### config.mk
export PLATFORM = sky130hd
export DESIGN_NAME = imu_frame_parser
export DESIGN_NICKNAME = d
export VERILOG_FILES = /design/src/imu_fp_pkg.sv /design/src/imu_frame_parser.sv /design/src/imu_fp_parser.sv /design/src/imu_fp_out_buf.sv
export SDC_FILE = /design/constraint.sdc
export NUM_CORES = 1
export LEC_CHECK = 0
export ABC_AREA = 0
export BUFFER_PORTS_ARGS = -buffer_cell sky130_fd_sc_hd__buf_2
export CORE_ASPECT_RATIO = 1.4
export CORE_MARGIN = 2
export CORE_UTILIZATION = 55
export CTS_CLUSTER_SIZE = 30
export DETAILED_ROUTE_END_ITERATION = 16
export PLACE_DENSITY = 0.86
export SLEW_MARGIN = 20
export SYNTH_ARGS = -nofsm -noshare
export SYNTH_HDL_FRONTEND = slang
export SYNTH_SLANG_ARGS = --single-unit
### constraint.sdc
create_clock -name clk_i -period 13.2 [get_ports clk_i]
set_input_delay 1.32 -clock clk_i [delete_from_list [all_inputs] [get_ports clk_i]]
set_output_delay 1.32 -clock clk_i [all_outputs]
set_load 0.05 [all_outputs]
### src/imu_fp_pkg.sv
// Shared types and constants for the IMU frame parser.
package imu_fp_pkg;

  localparam logic [7:0]  HDR_BYTE       = 8'h55;
  localparam logic [7:0]  TYPE_ACCEL     = 8'h51;
  localparam logic [7:0]  TYPE_RATE      = 8'h52;
  localparam logic [7:0]  TYPE_ANGLE     = 8'h53;
  localparam int unsigned FRAME_LEN      = 11;
  localparam int unsigned FRAME_STORE    = FRAME_LEN - 2;
  localparam int unsigned NUM_SENS       = 10;
  localparam logic [15:0] TIMEOUT_RESET  = 16'd500;
  localparam logic [15:0] AGE_MAX        = 16'hFFFF;

  localparam int unsigned CNT_W = $clog2(FRAME_LEN);
  localparam int unsigned FIDX_W = $clog2(FRAME_STORE);
  localparam int unsigned SIDX_W = $clog2(NUM_SENS);

  localparam logic [CNT_W-1:0] CNT_LAST_DATA = CNT_W'(FRAME_LEN - 2);

  localparam logic [SIDX_W-1:0] SV_ACC_X = SIDX_W'(0);
  localparam logic [SIDX_W-1:0] SV_RATE_X = SIDX_W'(3);
  localparam logic [SIDX_W-1:0] SV_ROLL = SIDX_W'(6);
  localparam logic [SIDX_W-1:0] SV_PITCH = SIDX_W'(7);
  localparam logic [SIDX_W-1:0] SV_YAW = SIDX_W'(8);
  localparam logic [SIDX_W-1:0] SV_TEMP = SIDX_W'(9);

  typedef enum logic [1:0] {
    OP_BYTE = 2'd0,
    OP_TICK = 2'd1,
    OP_READ = 2'd2
  } op_e;

  localparam int unsigned ST_READY = 0;
  localparam int unsigned ST_ALIVE = 1;
  localparam int unsigned ST_GOOD  = 2;
  localparam int unsigned ST_BAD   = 3;

  typedef struct packed {
    logic signed [15:0] accel_x;
    logic signed [15:0] accel_y;
    logic signed [15:0] accel_z;
    logic signed [15:0] rate_x;
    logic signed [15:0] rate_y;
    logic signed [15:0] rate_z;
    logic signed [15:0] roll_raw;
    logic signed [15:0] pitch_raw;
    logic signed [15:0] yaw_raw;
    logic signed [15:0] temperature_raw;
    logic [3:0]         status_flags;
  } result_t;

endpackage

### src/imu_frame_parser.sv
// Top level of the IMU frame parser: parser core and buffered result channel.
//
//   channel  handshake                  payload
//   in       in_valid_i / in_ready_o    op_i, rx_byte_i
//   out      out_valid_o / out_ready_i  accel_*, rate_*, *_raw, status_flags_o
//   cfg      cfg_we_i                   cfg_wdata_i (alive timeout, ms)
//
// One item per cycle while in_ready_o is high; each transfer yields one result.
// State updates in the transfer cycle; the result register and a skid stage
// hold up to two results, so in_ready_o drops only when both are full.
// Reset clears the parser state, the timeout to 500 and the result channel.
module imu_frame_parser (
  input  logic               clk_i,
  input  logic               rst_ni,
  input  logic               cfg_we_i,
  input  logic [15:0]        cfg_wdata_i,
  input  logic               in_valid_i,
  output logic               in_ready_o,
  input  logic [1:0]         op_i,
  input  logic [7:0]         rx_byte_i,
  output logic               out_valid_o,
  input  logic               out_ready_i,
  output logic signed [15:0] accel_x_o,
  output logic signed [15:0] accel_y_o,
  output logic signed [15:0] accel_z_o,
  output logic signed [15:0] rate_x_o,
  output logic signed [15:0] rate_y_o,
  output logic signed [15:0] rate_z_o,
  output logic signed [15:0] roll_raw_o,
  output logic signed [15:0] pitch_raw_o,
  output logic signed [15:0] yaw_raw_o,
  output logic signed [15:0] temperature_raw_o,
  output logic [3:0]         status_flags_o
);
  import imu_fp_pkg::*;

  logic    take;
  result_t res, res_out;

  assign take = in_valid_i && in_ready_o;

  imu_fp_parser u_parser (
    .clk_i       (clk_i),
    .rst_ni      (rst_ni),
    .cfg_we_i    (cfg_we_i),
    .cfg_wdata_i (cfg_wdata_i),
    .take_i      (take),
    .op_i        (op_i),
    .rx_byte_i   (rx_byte_i),
    .result_o    (res)
  );

  imu_fp_out_buf u_out_buf (
    .clk_i   (clk_i),
    .rst_ni  (rst_ni),
    .push_i  (take),
    .data_i  (res),
    .ready_o (in_ready_o),
    .valid_o (out_valid_o),
    .ready_i (out_ready_i),
    .data_o  (res_out)
  );

  assign accel_x_o         = res_out.accel_x;
  assign accel_y_o         = res_out.accel_y;
  assign accel_z_o         = res_out.accel_z;
  assign rate_x_o          = res_out.rate_x;
  assign rate_y_o          = res_out.rate_y;
  assign rate_z_o          = res_out.rate_z;
  assign roll_raw_o        = res_out.roll_raw;
  assign pitch_raw_o       = res_out.pitch_raw;
  assign yaw_raw_o         = res_out.yaw_raw;
  assign temperature_raw_o = res_out.temperature_raw;
  assign status_flags_o    = res_out.status_flags;

endmodule

### src/imu_fp_parser.sv
// Frame parser core: byte hunt, running checksum, sensor value store and link age.
module imu_fp_parser (
  input  logic                     clk_i,
  input  logic                     rst_ni,
  input  logic                     cfg_we_i,
  input  logic [15:0]              cfg_wdata_i,
  input  logic                     take_i,
  input  logic [1:0]               op_i,
  input  logic [7:0]               rx_byte_i,
  output imu_fp_pkg::result_t      result_o
);
  import imu_fp_pkg::*;

  logic [15:0]       timeout_q;
  logic              collecting_q, collecting_d;
  logic [CNT_W-1:0]  byte_count_q, byte_count_d;
  logic [7:0]        running_sum_q, running_sum_d;
  logic [7:0]        frame_q [FRAME_STORE];
  logic [15:0]       sens_q [NUM_SENS];
  logic [15:0]       sens_d [NUM_SENS];
  logic              ready_q, ready_d;
  logic              seen_q, seen_d;
  logic [15:0]       age_q, age_d;
  logic              frame_we;
  logic [FIDX_W-1:0] frame_idx;
  logic              good, bad;
  logic [15:0]       le0, le1, le2, le3;
  logic [7:0]        ftype;

  assign ftype     = frame_q[0];
  assign le0       = {frame_q[2], frame_q[1]};
  assign le1       = {frame_q[4], frame_q[3]};
  assign le2       = {frame_q[6], frame_q[5]};
  assign le3       = {frame_q[8], frame_q[7]};
  assign frame_idx = FIDX_W'(byte_count_q - CNT_W'(1));

  always_comb begin
    collecting_d  = collecting_q;
    byte_count_d  = byte_count_q;
    running_sum_d = running_sum_q;
    sens_d        = sens_q;
    ready_d       = ready_q;
    seen_d        = seen_q;
    age_d         = age_q;
    frame_we      = 1'b0;
    good          = 1'b0;
    bad           = 1'b0;
    case (op_i)
      OP_BYTE: begin
        if (!collecting_q) begin
          if (rx_byte_i == HDR_BYTE) begin
            collecting_d  = 1'b1;
            byte_count_d  = CNT_W'(1);
            running_sum_d = HDR_BYTE;
          end
        end else if (byte_count_q >= CNT_W'(1) && byte_count_q <= CNT_LAST_DATA) begin
          frame_we      = 1'b1;
          running_sum_d = running_sum_q + rx_byte_i;
          byte_count_d  = byte_count_q + CNT_W'(1);
        end else begin
          if (running_sum_q == rx_byte_i) begin
            good = 1'b1;
            if (ftype == TYPE_ACCEL || ftype == TYPE_RATE) begin
              if (ftype == TYPE_ACCEL) begin
                sens_d[SV_ACC_X]               = le0;
                sens_d[SV_ACC_X + SIDX_W'(1)]  = le1;
                sens_d[SV_ACC_X + SIDX_W'(2)]  = le2;
              end else begin
                sens_d[SV_RATE_X]              = le0;
                sens_d[SV_RATE_X + SIDX_W'(1)] = le1;
                sens_d[SV_RATE_X + SIDX_W'(2)] = le2;
              end
              sens_d[SV_TEMP] = le3;
            end else if (ftype == TYPE_ANGLE) begin
              sens_d[SV_ROLL]  = le0;
              sens_d[SV_PITCH] = le1;
              sens_d[SV_YAW]   = le2;
              ready_d          = 1'b1;
              seen_d           = 1'b1;
              age_d            = '0;
            end
          end else begin
            bad = 1'b1;
          end
          collecting_d  = 1'b0;
          byte_count_d  = '0;
          running_sum_d = '0;
        end
      end
      OP_TICK: begin
        if (age_q != AGE_MAX) begin
          age_d = age_q + 16'd1;
        end
      end
      OP_READ: begin
        ready_d = 1'b0;
      end
      default: begin
      end
    endcase
  end

  always_comb begin
    result_o.accel_x         = sens_d[0];
    result_o.accel_y         = sens_d[1];
    result_o.accel_z         = sens_d[2];
    result_o.rate_x          = sens_d[3];
    result_o.rate_y          = sens_d[4];
    result_o.rate_z          = sens_d[5];
    result_o.roll_raw        = sens_d[6];
    result_o.pitch_raw       = sens_d[7];
    result_o.yaw_raw         = sens_d[8];
    result_o.temperature_raw = sens_d[9];
    result_o.status_flags[ST_READY] = (op_i == OP_READ) ? ready_q : ready_d;
    result_o.status_flags[ST_ALIVE] = seen_d && (age_d < timeout_q);
    result_o.status_flags[ST_GOOD]  = good;
    result_o.status_flags[ST_BAD]   = bad;
  end

  always_ff @(posedge clk_i or negedge rst_ni) begin
    if (!rst_ni) begin
      timeout_q <= TIMEOUT_RESET;
    end else if (cfg_we_i) begin
      timeout_q <= cfg_wdata_i;
    end
  end

  always_ff @(posedge clk_i or negedge rst_ni) begin
    if (!rst_ni) begin
      collecting_q  <= 1'b0;
      byte_count_q  <= '0;
      running_sum_q <= '0;
      ready_q       <= 1'b0;
      seen_q        <= 1'b0;
      age_q         <= '0;
      for (int i = 0; i < NUM_SENS; i++) begin
        sens_q[i] <= '0;
      end
    end else if (take_i) begin
      collecting_q  <= collecting_d;
      byte_count_q  <= byte_count_d;
      running_sum_q <= running_sum_d;
      ready_q       <= ready_d;
      seen_q        <= seen_d;
      age_q         <= age_d;
      sens_q        <= sens_d;
    end
  end

  always_ff @(posedge clk_i) begin
    if (take_i && frame_we) begin
      frame_q[frame_idx] <= rx_byte_i;
    end
  end

endmodule

### src/imu_fp_out_buf.sv
// Result register with a skid stage between the parser and the output channel.
module imu_fp_out_buf (
  input  logic                clk_i,
  input  logic                rst_ni,
  input  logic                push_i,
  input  imu_fp_pkg::result_t data_i,
  output logic                ready_o,
  output logic                valid_o,
  input  logic                ready_i,
  output imu_fp_pkg::result_t data_o
);
  import imu_fp_pkg::*;

  logic    main_valid_q, skid_valid_q;
  result_t main_q, skid_q;
  logic    pop;

  assign pop     = main_valid_q && ready_i;
  assign ready_o = !skid_valid_q;
  assign valid_o = main_valid_q;
  assign data_o  = main_q;

  always_ff @(posedge clk_i or negedge rst_ni) begin
    if (!rst_ni) begin
      main_valid_q <= 1'b0;
      skid_valid_q <= 1'b0;
    end else if (skid_valid_q) begin
      if (pop) begin
        skid_valid_q <= 1'b0;
      end
    end else if (push_i) begin
      if (main_valid_q && !pop) begin
        skid_valid_q <= 1'b1;
      end else begin
        main_valid_q <= 1'b1;
      end
    end else if (pop) begin
      main_valid_q <= 1'b0;
    end
  end

  always_ff @(posedge clk_i) begin
    if (skid_valid_q) begin
      if (pop) begin
        main_q <= skid_q;
      end
    end else if (push_i) begin
      if (main_valid_q && !pop) begin
        skid_q <= data_i;
      end else begin
        main_q <= data_i;
      end
    end
  end

endmodule
==> results by group <==
GRT
  • Largest net degree at the start of global routing: 157
  • Total track usage: 22.49%
  • First-pass GRT wire length: 83,190 um
  • GRT overflow: 0
  • Initial antenna violation count: 1
  • Vias in the first global route: 14,630

Synthesis
  • EDFF count, synth: 400
  • Post-Syn Area: 25,500 sq um
  • Yosys top cell by area: edfxtp_1
  • Most used DFF post-synth: edfxtp_1
  • Top cell type's share of synthesized area: 47.10%
  • Register bit total from synthesis: 609
  • Synth area leaders: edfxtp_1, dfrtp_1, mux2_2
  • Count of warnings emitted by yosys: 0
  • Leading cell type by number of instances after synthesis: edfxtp_1
  • Mean Syn Cell Area: 15.51 sq um
  • Synth unique cells: 60
  • FFs w/ async S/R, synth: 34.32%
  • Top post-synthesis cells by count: edfxtp_1, mux2_2, dfrtp_1
  • Post-synthesis sequential area ratio: 67.63%
  • Syn_nets: 1,706
  • Syn Inst Count: 1,644

Clock tree
  • Clock Latency Late Sink: 0.59 ns
  • Gates resized, CTS repair: 0
  • CTS tree: yes
  • CTS root buf: clkbuf_16
  • Hold-fix buffers, CTS: 0
  • Post-CTS Repair Setup Buffers: 0
  • Clock sink count: 609
  • Worst-path clk slew: 0.06 ns
  • Clk buf depth: 3
  • H-tree levels: 2
  • Cts bufs inserted: 53

Timing
  • Setup TNS: 0 ns
  • Final Hold Fails: 0
  • Post-layout min period: 5.321 ns
  • Clock Skew: 0.01713 ns
  • Setup WS post-layout: 7.879 ns
  • Slew Limit Fails: 0
  • Worst slew pin tran: 0.9790 ns
  • Final worst path period share: 40.31%
  • Max transition margin: 34.73%
  • RSZ-0062 raised after global routing: false
  • Final setup viols: 0
  • Fmax: 0.1879 GHz

Worst hold path
  • Hold crit path type: flop to flop

Power and ir drop
  • P_leak: 0.01260 uW
  • Seq pwr share: 44.0%
  • Logic pwr share: 27.1%
  • Worst vdd ir: 227.8 uV
  • Pwr Density: 198.0 nW/um^2
  • Sw frac: 34.54%
  • P_sw: 1983 uW
  • Int Power: 3758 uW
  • Clock power share: 28.9%

Drt
  • Drt pass-1 iters: 5
  • Top layer in use: met5
  • Met3 WL: 2456 um
  • Via density: 5.728
  • Final ANT Viol Nets: 0
  • Post-route met1 wirelength: 21,020 um
  • Met2 WL post-DR: 28,080 um
  • Initial detailed-routing violation count: 1,010
  • Drt wl/cell: 21.40 um
  • WL final: 53,340 um
  • DRC Markers: 0
  • Via count: 14,270

Placed design
  • Pre-CTS setup slack: 7.374 ns
  • Port bufs: 196
  • HPWL Detailed: 33,610 um
  • Final GP Congestion: 0.9119

Cells and area
  • Fillers: 3,265
  • Antenna fix cells: 0
  • Area Growth Syn to Fin: 13.66%
  • Share of layout cells above drive strength 1: 39.89%
  • Layout net count: 1,892

Worst setup path
  • Slowest CP cell: and2_0
  • Critical path cell sequence: buf_2 > ha_1 > nor4_1 > nand3_1 > nor4_1 > and2_0 > nor2_1 > ha_1 > a21o_1 > a21o_1 > a21o_1 > a2111oi_0 > a31oi_1 > o31ai_1
  • Slowest stage delay, CP: 0.71 ns
  • Crit end category: flop
  • Worst EP required: 13.61 ns
  • Worst Path Arrival: 5.73 ns
  • Top cell by count, worst path: a21o_1
  • Crit-path max FO: 15
  • Crit-path leading delay family: simple AND/OR/NAND/NOR gates
  • Setup CP Type: input port to flop
  • Startpoint type of the worst setup path: input port
  • CP bufs+invs: 1

Die
  • Die height: 258.8 um
  • Core Area: 45,850 sq um
  • Number of cell rows: 93
  • Die X: 186.0 um
  • Full die area: 48,130 sq um
  • Io pins: 197
  • Initial Utilization: 55.63%

Run status
  • Status: finished, final reports clean

Run
  • Max Cap Viol: 0
-- registers in the layout (all words and copies together), names as in the netlist --
signal and flops:
u_parser.timeout_q 16, u_out_buf.skid_valid_q 1, u_parser.ready_q 1, u_parser.running_sum_q 8, u_out_buf.valid_o 1, u_parser.frame_q 72, u_parser.collecting_q 1, u_parser.seen_q 1
u_out_buf.data_o 164, u_parser.byte_count_q 4, u_parser.sens_q 160, u_parser.age_q 16, u_out_buf.skid_q 164
-- power by group through the flow --
stage	combinational [uW]	clock [uW]	sequential, uW
global placement	1540	0	2560
detailed placement	1560	0	2560
global route	1630	1760	2550
CTS	1570	1690	2530
finish	1550	1660	2530
floorplan	453	0	3360
-- layer usage --
metal | vias up | GRT usage (%)
li1 | 6439 | -
met1 | 7291 | 27.94
met2 | 433 | 40.23
met3 | 109 | 2.768
met4 | 2 | 8.224
met5 | - | 0
-- placed cells by master, fill, tap and decap left out, types with 5 or more instances in the layout --
master     Yosys  routed
mux2_4        40      40
ha_1          30      30
buf_2          6     195
nor2b_1        7       7
edfxtp_1     400     400
xnor2_1       10      10
and4_1         5       5
a21oi_1       32      31
inv_1         26      26
buf_4          3       8
xor2_1         5       5
a21o_1         7       7
nand2b_1       7       7
clkbuf_1      57       9
o21ai_0       49      49
a31oi_1        5       5
nand3_1       17      15
clkinv_2       0      11
dfstp_2        6       6
a22o_1         6       6
nor4_1         6       6
nand2_1      201     200
dfrtp_1      203     203
o31ai_1        9       9
nor3_1        10      10
mux2_2       395     395
clkinv_1       0       5
bufinv_16      0      10
nor2_1        33      33
clkbuf_16      0      53
and3_1        14      13
nand4_1        5       5
-- metrics by stage --
step           util [%]  cell area [sq um]  hold slack [ns]  power (uW)  std cells
2_1_floorplan         -              25500           0.4351        3813       1644
3_3_place_gp      59.07              27080           0.4810        4093       2391
3_5_place_dp      59.07              27080           0.4874        4124       2391
4_1_cts           63.16              28960           0.5003        5784       2491
5_1_grt           63.23              28990           0.5116        5936       2492
6_report          63.23              28990           0.5038        5741       2492
-- path summary, 6_finish.rpt --
kind | start | to | slack (ns) | cells past startpoint
max | rx_byte_i[1] | u_out_buf.data_o[1]$_DFFE_PP_ | 7.88 | 14
min | u_parser.sens_q[15]$_DFFE_PN0P_ | u_parser.sens_q[15]$_DFFE_PN0P_ | 0.50 | 1
max reg2reg | u_parser.byte_count_q[0]$_DFFE_PN0P_ | u_out_buf.data_o[1]$_DFFE_PP_ | 7.94 | 14
min reg2reg | u_parser.sens_q[15]$_DFFE_PN0P_ | u_parser.sens_q[15]$_DFFE_PN0P_ | 0.50 | 1
max in group asynchronous | rst_ni | u_parser.sens_q[117]$_DFFE_PN0P_ | 11.04 | 3
min in group asynchronous | rst_ni | u_parser.timeout_q[9]$_DFFE_PN0P_ | 0.69 | 1
-- area by class of cell --
type	count	area [sq um]	share of cell area [%]
clock buffers	66	1415	4.882
repair buffers	207	1110	3.829
multi-input cells	932	7876	27.17
inverters	27	106.4	0.3669
well taps	617	772.0	2.663
clock inverters	34	459.2	1.584
flip-flops and latches	609	17250	59.50
-- logic make-up (layout without fill, tap and decap cells) --
| group | Yosys count | count (layout) | synth area share [%] |
|---|---|---|---|
| buf+inv | 103 | 334 | 1.737 |
| simple gates | 320 | 320 | 5.637 |
| mux | 436 | 436 | 19.83 |
| fa+ha+maj | 31 | 31 | 1.550 |
| flops | 609 | 609 | 67.63 |
| xor+xnor | 15 | 15 | 0.5151 |
| compound gates | 130 | 130 | 3.096 |
No activity file was read; power rests on OpenSTA's default activity.
